$ cat config.mk
export PLATFORM = sky130hd
export DESIGN_NAME = mtsc_cell
export DESIGN_NICKNAME = d
export VERILOG_FILES = /design/src/rtl/core/mtsc_pkg.sv /design/src/rtl/core/mtsc_cell.sv
export SDC_FILE = /design/constraint.sdc
export NUM_CORES = 1
export LEC_CHECK = 0
export BUFFER_PORTS_ARGS = -buffer_cell sky130_fd_sc_hd__buf_2
export CORE_MARGIN = 2
export CORE_UTILIZATION = 56
export DETAILED_ROUTE_END_ITERATION = 6
export PLACE_DENSITY = 0.81
export SETUP_SLACK_MARGIN = 0.05
export SLEW_MARGIN = 20
export SYNTH_ARGS = -nofsm -noshare
export SYNTH_HDL_FRONTEND = slang
export SYNTH_SLANG_ARGS = --single-unit
$ cat constraint.sdc
create_clock -name aclk -period 5 [get_ports aclk]
set_input_delay 0.25 -clock aclk [delete_from_list [all_inputs] [get_ports aclk]]
set_output_delay 0.25 -clock aclk [all_outputs]
set_load 0.02 [all_outputs]
$ cat src/rtl/core/mtsc_pkg.sv
package mtsc_pkg;

    localparam int LEVELS_DEF           = 16;
    localparam int MAP_COUNT_BITS_DEF   = 17;
    localparam int LAYER_COUNT_BITS_DEF = 24;
    localparam int TOTAL_COUNT_BITS_DEF = 32;

    localparam int EMPTY_BITS    = 16;
    localparam int MAG_BITS      = 15;
    localparam int SAMPLE_BITS   = 16;
    localparam int LEVEL_BITS    = 4;
    localparam int LAYER_FIELD_W = 24;
    localparam int TOTAL_FIELD_W = 32;
    localparam int EMPTY_FIELD_W = 16;
    localparam int OUT_FIELDS_W  = LEVEL_BITS + 2 * LAYER_FIELD_W + 2 * TOTAL_FIELD_W
                                   + EMPTY_FIELD_W;
    localparam int OUT_DATA_W    = ((OUT_FIELDS_W + 7) / 8) * 8;

    typedef struct packed {
        logic accept;
        logic end_map;
        logic end_layer;
        logic load;
        logic shift;
    } mtsc_ctrl_t;

    function automatic logic [MAG_BITS-1:0] thr_q88(input logic [LEVEL_BITS-1:0] l);
        logic [MAG_BITS-1:0] t;
        unique case (l)
            4'd0:    t = 15'd7680;
            4'd1:    t = 15'd5120;
            4'd2:    t = 15'd2560;
            4'd3:    t = 15'd1280;
            4'd4:    t = 15'd1024;
            4'd5:    t = 15'd768;
            4'd6:    t = 15'd512;
            4'd7:    t = 15'd256;
            4'd8:    t = 15'd204;
            4'd9:    t = 15'd153;
            4'd10:   t = 15'd128;
            4'd11:   t = 15'd102;
            4'd12:   t = 15'd76;
            4'd13:   t = 15'd51;
            4'd14:   t = 15'd25;
            default: t = 15'd0;
        endcase
        return t;
    endfunction

endpackage

$ cat src/rtl/core/mtsc_cell.sv
module mtsc_cell #(
    parameter int LEVEL            = 0,
    parameter int MAP_COUNT_BITS   = mtsc_pkg::MAP_COUNT_BITS_DEF,
    parameter int LAYER_COUNT_BITS = mtsc_pkg::LAYER_COUNT_BITS_DEF,
    parameter int TOTAL_COUNT_BITS = mtsc_pkg::TOTAL_COUNT_BITS_DEF
) (
    input  logic                              aclk,
    input  logic                              aresetn,
    input  mtsc_pkg::mtsc_ctrl_t              ctrl,
    input  logic [mtsc_pkg::MAG_BITS-1:0]     mag,
    input  logic [MAP_COUNT_BITS-1:0]         map_sample_inc,
    input  logic [LAYER_COUNT_BITS-1:0]       snap_layer_in,
    input  logic [TOTAL_COUNT_BITS-1:0]       snap_total_in,
    input  logic [mtsc_pkg::EMPTY_BITS-1:0]   snap_empty_in,
    output logic [LAYER_COUNT_BITS-1:0]       snap_layer,
    output logic [TOTAL_COUNT_BITS-1:0]       snap_total,
    output logic [mtsc_pkg::EMPTY_BITS-1:0]   snap_empty
);
    import mtsc_pkg::*;

    localparam logic [MAG_BITS-1:0] THR = thr_q88(LEVEL_BITS'(LEVEL));

    logic [MAP_COUNT_BITS-1:0]   map_reg,   map_next,   map_inc;
    logic [LAYER_COUNT_BITS-1:0] layer_reg, layer_next, layer_inc;
    logic [TOTAL_COUNT_BITS-1:0] total_reg, total_next, total_inc;
    logic [EMPTY_BITS-1:0]       empty_reg, empty_next, empty_inc;
    logic [LAYER_COUNT_BITS-1:0] snap_layer_reg, snap_layer_next;
    logic [TOTAL_COUNT_BITS-1:0] snap_total_reg, snap_total_next;
    logic [EMPTY_BITS-1:0]       snap_empty_reg, snap_empty_next;
    logic                        hit;

    assign hit = (mag <= THR);

    always_comb begin
        map_inc   = (hit && !(&map_reg))   ? map_reg + 1'b1   : map_reg;
        layer_inc = (hit && !(&layer_reg)) ? layer_reg + 1'b1 : layer_reg;
        total_inc = (hit && !(&total_reg)) ? total_reg + 1'b1 : total_reg;
        empty_inc = (ctrl.end_map && (map_inc == map_sample_inc) && !(&empty_reg))
                    ? empty_reg + 1'b1 : empty_reg;

        map_next   = map_reg;
        layer_next = layer_reg;
        total_next = total_reg;
        empty_next = empty_reg;
        if (ctrl.accept) begin
            map_next   = ctrl.end_map   ? '0 : map_inc;
            layer_next = ctrl.end_layer ? '0 : layer_inc;
            total_next = total_inc;
            empty_next = ctrl.end_layer ? '0 : empty_inc;
        end

        snap_layer_next = snap_layer_reg;
        snap_total_next = snap_total_reg;
        snap_empty_next = snap_empty_reg;
        if (ctrl.load) begin
            snap_layer_next = layer_inc;
            snap_total_next = total_inc;
            snap_empty_next = empty_inc;
        end else if (ctrl.shift) begin
            snap_layer_next = snap_layer_in;
            snap_total_next = snap_total_in;
            snap_empty_next = snap_empty_in;
        end
    end

    always_ff @(posedge aclk) begin
        if (!aresetn) begin
            map_reg   <= '0;
            layer_reg <= '0;
            total_reg <= '0;
            empty_reg <= '0;
        end else begin
            map_reg   <= map_next;
            layer_reg <= layer_next;
            total_reg <= total_next;
            empty_reg <= empty_next;
        end
    end

    always_ff @(posedge aclk) begin
        snap_layer_reg <= snap_layer_next;
        snap_total_reg <= snap_total_next;
        snap_empty_reg <= snap_empty_next;
    end

    assign snap_layer = snap_layer_reg;
    assign snap_total = snap_total_reg;
    assign snap_empty = snap_empty_reg;

endmodule

# Word-level counts from Yosys, hierarchy flattened
# Index checks and enable logic that the tools add are counted.
# classes
add_sub_neg,4
mul,0
div,0
magnitude_cmp,1
eq_ne,1
shifts,0
mux,13
bitwise_logic,0
reduce_logical,14
# op_table
cell,n
24-bit two-way mux,4
32-bit two-way mux,3
16-bit two-way mux,4
17-bit two-way mux,2
32-bit by 1-bit adder with 32-bit output (second input constant),1
32-bit AND reduction,1
24-bit by 1-bit adder with 24-bit output (second input constant),1
24-bit AND reduction,1
17-bit by 1-bit adder with 17-bit output (second input constant),1
17-bit == test,1
17-bit AND reduction,1
16-bit by 1-bit adder with 16-bit output (second input constant),1
16-bit AND reduction,1
15-bit by 13-bit <= comparator with 1-bit output (second input constant),1
1-bit logical AND,5
1-bit zero test,4
2-bit nonzero test,1
# word_totals
regBits,161
latchBits,0
mem_bits_rw,0
romBits,0
in_bits,111
output_inout_bits,72
elab_cells,40
n_memories,0

# Depth between registers and ports, before layout
# Gate-level depths: netlist (run 1).
# logic_depth
word_depth,9
ltp_mapped,17
ltp_nobuf,14

# Worst setup path after synthesis (run 1)
# No wires, ideal clock.
# synth_path
path_type,register -> register
startpoint,register map_reg[9]
endpoint,register empty_reg[7]
setup_time_ns,0.062
t_arrival_ns,3.839
required_time_ns,4.938
setup_slack_ns,1.099
stages_incl_launch_ff,16
path_buffers,1
period_less_slack_ns,3.901
path_cell_list,dfxtp_1 clkbuf_1 nand4_1 nor2_1 nand3_1 nor3_1 ha_1 nand4b_4 or2_1 a2111oi_1 mux2i_1 a21oi_1 nand4b_2 or3_1 or4_1 nand3_1
# synth_via
elab_chain_cells,9
elab_cells_between_ends,10
classes_between,add/sub: 1; eq/ne: 1; mux: 3; reduce/logical: 5
# synth_rtl
item,line_no,source
from (decl),mtsc_cell.sv:23,"logic [MAP_COUNT_BITS-1:0] map_reg, map_next, map_inc;"
from (signal assigned),mtsc_cell.sv:73,map_reg <= map_next;
branches (longest 3 deep; another with 17-bit by 1-bit adder with 17-bit output),-,
17-bit two-way mux (*),mtsc_cell.sv:35,map_inc = (hit && !(&map_reg)) ? map_reg + 1'b1 : map_reg;
17-bit == test (*),mtsc_cell.sv:38,empty_inc = (ctrl.end_map && (map_inc == map_sample_inc) && !(&empty_reg))
1-bit logical AND (*) (2 in series),mtsc_cell.sv:38,
16-bit two-way mux (*),mtsc_cell.sv:39,? empty_reg + 1'b1 : empty_reg;
16-bit two-way mux (*),mtsc_cell.sv:49,empty_next = ctrl.end_layer ? '0 : empty_inc;
to (signal assigned),mtsc_cell.sv:76,empty_reg <= empty_next;
to (decl),mtsc_cell.sv:26,"logic [EMPTY_BITS-1:0] empty_reg, empty_next, empty_inc;"
# Every way passes the cells marked *.
# A chain may end at the register's enable or synchronous reset.

# Final worst setup path (run 1)
# layout_path
startpoint,register map_reg[0]
endpoint,register empty_reg[7]
# Same word-level chain as after synthesis.

==> results.json, run 1 <==
{
  "worst-slew-pin-transition_ns": 1.01,
  "drv_slew": 0,
  "track_usage_pct": 27.4,
  "clock_latency_ns": 0.43,
  "start_util_pct": 56.5,
  "ys.flop_type": "dfxtp_1",
  "rows": 47,
  "seq_area_um2": 3940,
  "hold_violations": 0,
  "endpoint_kind": "flip-flop",
  "ir_drop_v": 0.000225,
  "synth_edf_count": 72,
  "mappedNetlistArea_um2": 9270,
  "sw_frac_of_total_pct": 25.0,
  "ctsHoldBuffers": 0,
  "cp.depth": 14,
  "syn-num-nets": 1199,
  "root_buffer": "clkbuf_16",
  "ioPinCount": 183,
  "p_sw_uw": 802,
  "cts_inserted_buffers": 17,
  "dp_hpwl_mm": 16.5,
  "yosysTopAreaCell": "edfxtp_1",
  "ys_seq_elements": 161,
  "critical_path.max_stage_delay_ns": 0.63,
  "r2r_cells": 14,
  "post-route-min-period_ns": 4.62,
  "gr-total-overflow": 0,
  "intPower_uw": 2410,
  "hp-class": "primary input to flip-flop",
  "yosysUniqueCellTypes": 69,
  "power_density_nw_per_um2": 295,
  "firstDrtPassIters": 5,
  "path_cells": "ha_1 > nand3_1 > nor3_1 > ha_1 > nand4b_4 > or2_1 > a2111oi_1 > buf_4 > mux2i_1 > a21oi_1 > nand4b_2 > or3_1 > or4_1 > nand3_1",
  "detail-route-antenna-nets": 0,
  "status": "completed",
  "skew_ns": 0.00860,
  "post_drt_via_cell_ratio": 5.83,
  "cts_setup_buffers": 0,
  "cp_max_fo": 18,
  "clk_pin_slew_ns": 0.07,
  "crit_family": "simple AND/OR/NAND/NOR gates",
  "route.detailed.drc": 0,
  "fp.dieArea_um2": 17600,
  "avgSynthCellArea_um2": 8.56,
  "grt_pass1_vias": 8072,
  "finalWirelength_mm": 24.2,
  "ys_seq_area_share_pct": 42.6,
  "critPathBufInv": 1,
  "arrival_ns": 4.99,
  "clock-sinks": 161,
  "ys_warn_count": 0,
  "setup_tns_ns": 0,
  "cp.required_ns": 5.37,
  "fp.coreArea_um2": 16400,
  "power_frac_clock_pct": 43.7,
  "cts_htree_levels": 4,
  "synthArstFlopShare_pct": 0,
  "num_vias": 8504,
  "cap_violations": 0,
  "port_buffers": 182,
  "worstHoldPathCells": 3,
  "post-route-period-util_pct": 92.5,
  "syn_to_final_growth_pct": 17.5,
  "dieWidth_um": 133,
  "power.leakage_uw": 0.00402,
  "cts_max_path_buffers": 2,
  "rsz0062_at_grt": "false",
  "drive_gt1_share_pct": 19.1,
  "mostFrequentLayoutCells": "181 x buf_2, 122 x nor2_1, 100 x a21oi_1, 94 x nand2_1, 89 x dfxtp_1",
  "die_h_um": 133,
  "n_fill_cell": 1369,
  "startpoint_type": "flip-flop",
  "grt_pass1_wl_mm": 39.4,
  "drtIter0Drc": 744,
  "routedWlPerCell_um": 16.6,
  "crit_type": "flip-flop to flip-flop",
  "grt_max_degree": 82,
  "sequentialPowerShare_pct": 45.6,
  "layout.nets": 1341,
  "fin_hold_ws_ns": 0.109,
  "antenna_found_initial": 1,
  "multi_input_area_um2": 5000,
  "setup_viol": 0,
  "place_congestion": 0.906,
  "synthCells": 1083,
  "final_common_cell": "buf_2",
  "synth.top_cell.area_share_pct": 23.3,
  "synth_area_leaders": "edfxtp_1 23%, dfxtp_1 19%, xnor2_1 6.9%",
  "cts_tree": "built",
  "cts_resized": 0,
  "crit_path_top_delay_cell": "or3_1",
  "max_freq_ghz": 0.216,
  "pwr-share-comb_pct": 10.7,
  "slew_headroom_pct": 32.5
}
[logic make-up (layout without fill, tap and decap cells)]
kind of cell | after synthesis | count (layout) | share of synthesized area (%)
other | 0 | 1 | 0
buffers and inverters | 84 | 239 | 3.55
flip-flops | 161 | 161 | 42.6
AO/OA/AOI/OAI | 228 | 228 | 14.9
adder cells (fa/ha/maj) | 6 | 6 | 0.783
XOR/XNOR | 114 | 114 | 10.8
multiplexers | 5 | 5 | 0.540
AND/OR/NAND/NOR | 485 | 485 | 26.9
[synthesized netlist by cell type (3+ instances only)]
| cell type | n |
|---|---|
| buf_2 | 7 |
| and3_1 | 22 |
| a31oi_1 | 5 |
| a21boi_0 | 13 |
| dfxtp_1 | 89 |
| xor2_1 | 41 |
| nand4_1 | 29 |
| nand3_1 | 47 |
| nand2_1 | 94 |
| nor3_1 | 35 |
| nor2b_1 | 30 |
| and4_1 | 7 |
| xnor2_1 | 73 |
| inv_1 | 17 |
| nor2_1 | 122 |
| a32oi_1 | 3 |
| nand3b_1 | 4 |
| edfxtp_1 | 72 |
| clkbuf_1 | 56 |
| or4_1 | 5 |
| o21a_1 | 5 |
| nor4_1 | 13 |
| and2_1 | 35 |
| ha_1 | 5 |
| nand2b_1 | 5 |
| a22oi_1 | 13 |
| o21ai_0 | 55 |
| or3_1 | 16 |
| o31ai_1 | 6 |
| mux2i_1 | 5 |
| nor4_2 | 3 |
| or2_2 | 3 |
| a221oi_1 | 3 |
| o22ai_1 | 3 |
| a21oi_1 | 100 |
[layer usage]
metal	vias up	wire length [um]	track usage, %
met2	297	11800	46.4
met3	49	1340	4.67
met4	0	509	10.1
met5	-	0	0
met1	4009	10600	35.3
li1	4149	-	-
[through the flow]
stage	cells	worst slack, ns	power (uW)	util (%)	area [um^2]
after floorplan	1083	1.10	1690	-	9270
after global placement	1426	0.529	1830	62.5	10200
after detailed placement	1426	0.463	1830	62.5	10200
after CTS	1458	0.424	3220	66.3	10900
after global routing	1459	0.0850	3300	66.4	10900
final	1459	0.376	3210	66.4	10900
[worst register-to-register path, delay by kind of cell (launching register included)]
kind	cells	cell delay [ns]
AOI/OAI and AO/OA	2	0.44
adders and majority gates	2	0.65
buffers and inverters	1	0.20
DFF	1	0.40
muxes	1	0.17
and+or+nand+nor	8	2.71
[power groups by stage]
stage	Sequential (uW)	Clock (uW)	Combinational (uW)
floorplan	1570	0	124
global placement	1490	0	338
detailed placement	1490	0	342
CTS	1460	1410	343
global route	1470	1470	373
finish	1460	1400	344
[worst paths after layout]
path                     start              to  slack [ns]
min          snap_empty_in[12]  snap_empty[12]        0.11
max reg2reg         map_reg[0]    empty_reg[7]        0.38
max                 map_reg[0]    empty_reg[7]        0.38
min reg2reg      layer_reg[23]   layer_reg[23]        0.51
[final cells by class]
class	count	area share, %
sequential	161	36.2
timing repair buffer	189	8.87
antenna	1	0.0230
clock inverter	14	1.88
inverter	18	0.621
multi-input combinational	838	45.9
tap	220	2.53
clock buffer	18	3.94
Power figures use the tool's default switching activity.
==> run 2: changes to the inputs <==
==> constraint.sdc (replaced) <==
create_clock -name aclk -period 5.1 [get_ports aclk]
set_input_delay 0.255 -clock aclk [delete_from_list [all_inputs] [get_ports aclk]]
set_output_delay 0.255 -clock aclk [all_outputs]
set_load 0.02 [all_outputs]
==> run 2 against run 1 <==
Effect of this change:
- cell area up 0.21%
- register-to-register slack better by 0.35 ns
- die area unchanged
- sequential power barely moved
- non-clock buffer count increased by 3
- combinational power down 2%
==> results.json, run 2 (same netlist as run 1, synthesis figures left out) <==
{
  "ioPinCount": 183,
  "drtIter0Drc": 830,
  "antenna_found_initial": 2,
  "cts_max_path_buffers": 2,
  "mostFrequentLayoutCells": "181 x buf_2, 122 x nor2_1, 100 x a21oi_1, 94 x nand2_1, 89 x dfxtp_1",
  "clock_latency_ns": 0.43,
  "finalWirelength_mm": 24.1,
  "worst-slew-pin-transition_ns": 1.00,
  "hold_violations": 0,
  "gr-total-overflow": 0,
  "cap_violations": 0,
  "sequentialPowerShare_pct": 45.5,
  "sw_frac_of_total_pct": 25.2,
  "startpoint_type": "flip-flop",
  "cts_resized": 0,
  "num_vias": 8505,
  "power_density_nw_per_um2": 289,
  "post-route-period-util_pct": 85.8,
  "power.leakage_uw": 0.00403,
  "slew_headroom_pct": 33.1,
  "clock-sinks": 161,
  "port_buffers": 182,
  "cts_htree_levels": 4,
  "power_frac_clock_pct": 43.9,
  "clk_pin_slew_ns": 0.07,
  "dieWidth_um": 133,
  "stdcell_count": 1463,
  "skew_ns": 0.00815,
  "fp.dieArea_um2": 17600,
  "cp_max_fo": 12,
  "detail-route-antenna-nets": 0,
  "rsz0062_at_grt": "false",
  "dp_cells": 1429,
  "cts_setup_buffers": 0,
  "ir_drop_v": 0.000222,
  "drv_slew": 0,
  "cts_inserted_buffers": 17,
  "setup_viol": 0,
  "hp-class": "primary input to flip-flop",
  "rows": 47,
  "syn_to_final_growth_pct": 17.7,
  "fp.coreArea_um2": 16400,
  "arrival_ns": 4.52,
  "grt_pass1_vias": 7877,
  "start_util_pct": 56.5,
  "post_drt_via_cell_ratio": 5.81,
  "p_sw_uw": 793,
  "max_freq_ghz": 0.229,
  "crit_type": "flip-flop to flip-flop",
  "root_buffer": "clkbuf_16",
  "intPower_uw": 2360,
  "drive_gt1_share_pct": 19.3,
  "place_congestion": 0.892,
  "endpoint_kind": "flip-flop",
  "postPlaceCellArea_um2": 10300,
  "firstDrtPassIters": 5,
  "routedWlPerCell_um": 16.5,
  "final_common_cell": "buf_2",
  "ctsHoldBuffers": 0,
  "grt_max_degree": 82,
  "cp.required_ns": 5.25,
  "route.detailed.drc": 0,
  "pwr-share-comb_pct": 10.7,
  "post-route-worst-setup-slack_ns": 0.725,
  "post-route-min-period_ns": 4.37,
  "grt_pass1_wl_mm": 39.2,
  "dp_hpwl_mm": 16.7,
  "place_ws_ns": 0.790,
  "track_usage_pct": 27.3,
  "final_area_um2": 10900,
  "setup_tns_ns": 0,
  "layout.nets": 1344,
  "die_h_um": 133,
  "status": "completed",
  "cts_tree": "built"
}
==> run 2: cell type report <==
type / count / area (um^2)
Inverter: 18 / 67.6
Tap cell: 220 / 275
Antenna cell: 2 / 5.00
Fill cell: 1313 / 5500
Timing Repair Buffer: 192 / 988
Clock inverter: 14 / 203
Sequential cell: 161 / 3940
Multi-Input combinational cell: 838 / 5000
Clock buffer: 18 / 429
==> run 2: through the flow <==
stage / utilization [%] / hold slack, ns / power, uW
floorplan: - / 0.445 / 1660
global placement: 62.6 / 0.477 / 1790
global route: 66.5 / 0.149 / 3240
detailed placement: 62.6 / 0.488 / 1800
CTS: 66.5 / 0.104 / 3160
finish: 66.5 / 0.106 / 3150
==> run 2: power by group through the flow <==
stage | Sequential [uW] | Combinational (uW) | Clock (uW)
4_1_cts | 1430 | 337 | 1390
3_5_place_dp | 1460 | 335 | 0
5_1_grt | 1440 | 364 | 1440
3_3_place_gp | 1460 | 333 | 0
2_1_floorplan | 1540 | 122 | 0
6_report | 1430 | 337 | 1380
==> run 2: worst max-delay path: stages (launching register included) <==
cell       delay, ns
dfxtp_1         0.39
ha_1            0.33
nand3_1         0.19
nor3_1          0.08
ha_1            0.32
nand4b_4        0.31
or2_1           0.32
a2111oi_1       0.41
buf_4           0.20
mux2i_1         0.18
a21oi_1         0.06
nand4b_2        0.36
buf_4           0.29
nor4_1          0.39
xnor2_1         0.18
a21oi_1         0.08
==> run 2: final timing paths <==
| check | start | cells after the start | slack (ns) | endpoint |
|---|---|---|---|---|
| hold / removal | snap_empty_in[12] | 3 | 0.11 | snap_empty[12] |
| hold reg to reg | layer_reg[23] | 2 | 0.51 | layer_reg[23] |
| setup reg to reg | map_reg[0] | 15 | 0.73 | snap_empty[8] |
| setup / recovery | map_reg[0] | 15 | 0.73 | snap_empty[8] |
==> run 2: routing by layer <==
layer	vias up	wire length [um]	track usage (%)
met2	350	12000	47.3
met3	35	1500	4.06
met4	0	376	8.42
li1	4159	-	-
met5	-	0	0
met1	3961	10200	35.3
==> run 3: changes to the inputs <==
--- a/config.mk
+++ b/config.mk
@@ -6,10 +6,12 @@
 export NUM_CORES = 1
 export LEC_CHECK = 0
 export BUFFER_PORTS_ARGS = -buffer_cell sky130_fd_sc_hd__buf_2
+export CELL_PAD_IN_SITES_DETAIL_PLACEMENT = 1
+export CELL_PAD_IN_SITES_GLOBAL_PLACEMENT = 2
 export CORE_MARGIN = 2
-export CORE_UTILIZATION = 56
+export CORE_UTILIZATION = 33
 export DETAILED_ROUTE_END_ITERATION = 6
-export PLACE_DENSITY = 0.81
+export PLACE_DENSITY_LB_ADDON = 0.1
 export SETUP_SLACK_MARGIN = 0.05
 export SLEW_MARGIN = 20
 export SYNTH_ARGS = -nofsm -noshare
==> constraint.sdc (replaced) <==
create_clock -name aclk -period 4.5 [get_ports aclk]
set_input_delay 0.225 -clock aclk [delete_from_list [all_inputs] [get_ports aclk]]
set_output_delay 0.225 -clock aclk [all_outputs]
set_load 0.02 [all_outputs]
==> run 3 against run 2 <==
Effect of this change:
- via count decreased by 1.3%
- non-clock buffer count increased by 20
- global-route usage decreased by 7.9 points
- first-iteration DRC count decreased by 50%
- flip-flop and latch count unchanged
- die area increased by 67%
- sequential share of layout area decreased by 0.94 points
- critical path depth increased by 1
- hold slack got worse by 0.021 ns
- clock skew increased by 0.0059 ns
- total power increased by 11%
- largest cell class unchanged
- critical endpoint is now snap_empty[10]
- clock power increased by 8%
==> results.json, run 3 (same netlist as run 1, synthesis figures left out) <==
{
  "detail-route-antenna-nets": 0,
  "cp.required_ns": 4.65,
  "post-route-period-util_pct": 90.7,
  "syn_to_final_growth_pct": 20.9,
  "max_freq_ghz": 0.245,
  "p_sw_uw": 939,
  "power_frac_clock_pct": 42.5,
  "cts_inserted_buffers": 17,
  "root_buffer": "clkbuf_16",
  "cap_violations": 0,
  "crit_type": "flip-flop to flip-flop",
  "die_h_um": 172,
  "arrival_ns": 4.23,
  "power.leakage_uw": 0.00412,
  "hold_violations": 0,
  "busiest_layer": "met2",
  "place_congestion": 0.836,
  "mostFrequentLayoutCells": "181 x buf_2, 122 x nor2_1, 100 x a21oi_1, 94 x nand2_1, 89 x dfxtp_1",
  "dp_hpwl_mm": 20.4,
  "clock-sinks": 161,
  "ioPinCount": 183,
  "track_usage_pct": 19.4,
  "startpoint_type": "flip-flop",
  "ir_drop_v": 0.000170,
  "drv_slew": 0,
  "layout.nets": 1364,
  "rsz0062_at_grt": "false",
  "setup_tns_ns": 0,
  "dieWidth_um": 172,
  "ctsHoldBuffers": 0,
  "grt_max_degree": 70,
  "cts_setup_buffers": 0,
  "gr-total-overflow": 0,
  "worst-slew-pin-transition_ns": 0.964,
  "post_drt_via_cell_ratio": 5.12,
  "cts_htree_levels": 4,
  "rows": 61,
  "start_util_pct": 33.5,
  "intPower_uw": 2560,
  "sw_frac_of_total_pct": 26.8,
  "cts_tree": "built",
  "final_common_cell": "buf_2",
  "diodes": 0,
  "routedWlPerCell_um": 17.1,
  "clock_latency_ns": 0.44,
  "pwr-share-comb_pct": 11.3,
  "power_uw": 3500,
  "reg2reg_to": "snap_empty[10]",
  "worstHoldStart": "snap_empty_in[12]",
  "r2r_cells": 16,
  "grt_pass1_vias": 8304,
  "sequentialPowerShare_pct": 46.2,
  "hp-class": "primary input to flip-flop",
  "reg2reg_from": "map_reg[8]",
  "status": "completed",
  "antenna_found_initial": 1,
  "slew_headroom_pct": 35.8,
  "grt_pass1_wl_mm": 44.7,
  "power_density_nw_per_um2": 313,
  "drive_gt1_share_pct": 20.5,
  "firstDrtPassIters": 7,
  "met2_usage_pct": 31.4,
  "fp.dieArea_um2": 29400,
  "num_vias": 8398,
  "endpoint_kind": "flip-flop",
  "route.detailed.drc": 0,
  "port_buffers": 182,
  "skew_ns": 0.0140,
  "r2r_slack_ns": 0.42,
  "cp_max_fo": 9,
  "drtIter0Drc": 414,
  "min_to": "snap_empty[12]",
  "post-route-min-period_ns": 4.08,
  "use_met1_pct": 27.1,
  "finalWirelength_mm": 28.1,
  "clk_pin_slew_ns": 0.07,
  "setup_viol": 0,
  "worstHoldPathCells": 3,
  "fp.coreArea_um2": 27700,
  "gr-usage-met3_pct": 3.13,
  "cts_resized": 0,
  "cts_max_path_buffers": 2
}
-- run 3: cell types whose count changed in the layout (fill, tap and decap cells not counted) --
cell        before  now
buf_4           11   31
inv_8            2    1
diode_2          2    0
clkbuf_1         1    0
clkinv_1         1    3
inv_6            2    6
clkinvlp_4       5    2
clkinv_2         1    2
bufinv_16        4    2
-- run 3: stage by stage --
stage	worst slack, ns	hold WS, ns	util, %	instances	cell area, um^2
2_1_floorplan	0.599	0.415	-	1083	9270
3_3_place_gp	0.547	0.483	38.3	1607	10600
3_5_place_dp	0.433	0.500	38.3	1607	10600
4_1_cts	0.381	0.0700	40.4	1639	11200
5_1_grt	0.0684	0.0694	40.4	1639	11200
6_report	0.420	0.0846	40.4	1639	11200
-- run 3: worst max-delay path: stages (launching register included) --
cell      delay, ns
dfxtp_1        0.47
nand4_1        0.17
nor2_1         0.13
nand3_1        0.14
nor3_1         0.25
ha_1           0.30
nand2b_1       0.18
or3_1          0.17
a21oi_1        0.10
maj3_1         0.40
o22ai_1        0.24
nand4b_2       0.26
buf_4          0.26
buf_4          0.16
nor3_1         0.33
xnor2_1        0.17
a21oi_1        0.08
-- run 3: power groups by stage --
stage / logic, uW / registers, uW / clock network, uW
final: 396 / 1620 / 1490
after global routing: 436 / 1630 / 1580
after CTS: 403 / 1620 / 1530
after detailed placement: 402 / 1650 / 0
after global placement: 401 / 1650 / 0
after floorplan: 138 / 1740 / 0
-- run 3: final cells by class --
| type | count | area [um^2] |
|---|---|---|
| timing repair buffer | 212 | 1140 |
| inverter | 18 | 67.6 |
| multi-input combinational | 838 | 5000 |
| clock buffer | 17 | 425 |
| clock inverter | 15 | 156 |
| tap | 378 | 473 |
| sequential | 161 | 3940 |
| fill | 3355 | 16500 |
-- run 3: worst max path at each step --
stage                     startpoint              to  slack (ns)
after floorplan           map_reg[9]    empty_reg[7]        0.60
after CTS                 map_reg[0]  snap_empty[10]        0.38
after detailed placement  map_reg[0]  snap_empty[10]        0.43
after global routing      map_reg[8]  snap_empty[10]        0.07
after global placement    map_reg[0]  snap_empty[10]        0.55
final                     map_reg[8]  snap_empty[10]        0.42
-- run 3: layer usage --
metal / vias to the layer above / wire length (um)
met4: 2 / 245
met5: - / 13
li1: 4188 / -
met3: 20 / 1140
met1: 4024 / 13900
met2: 164 / 12800
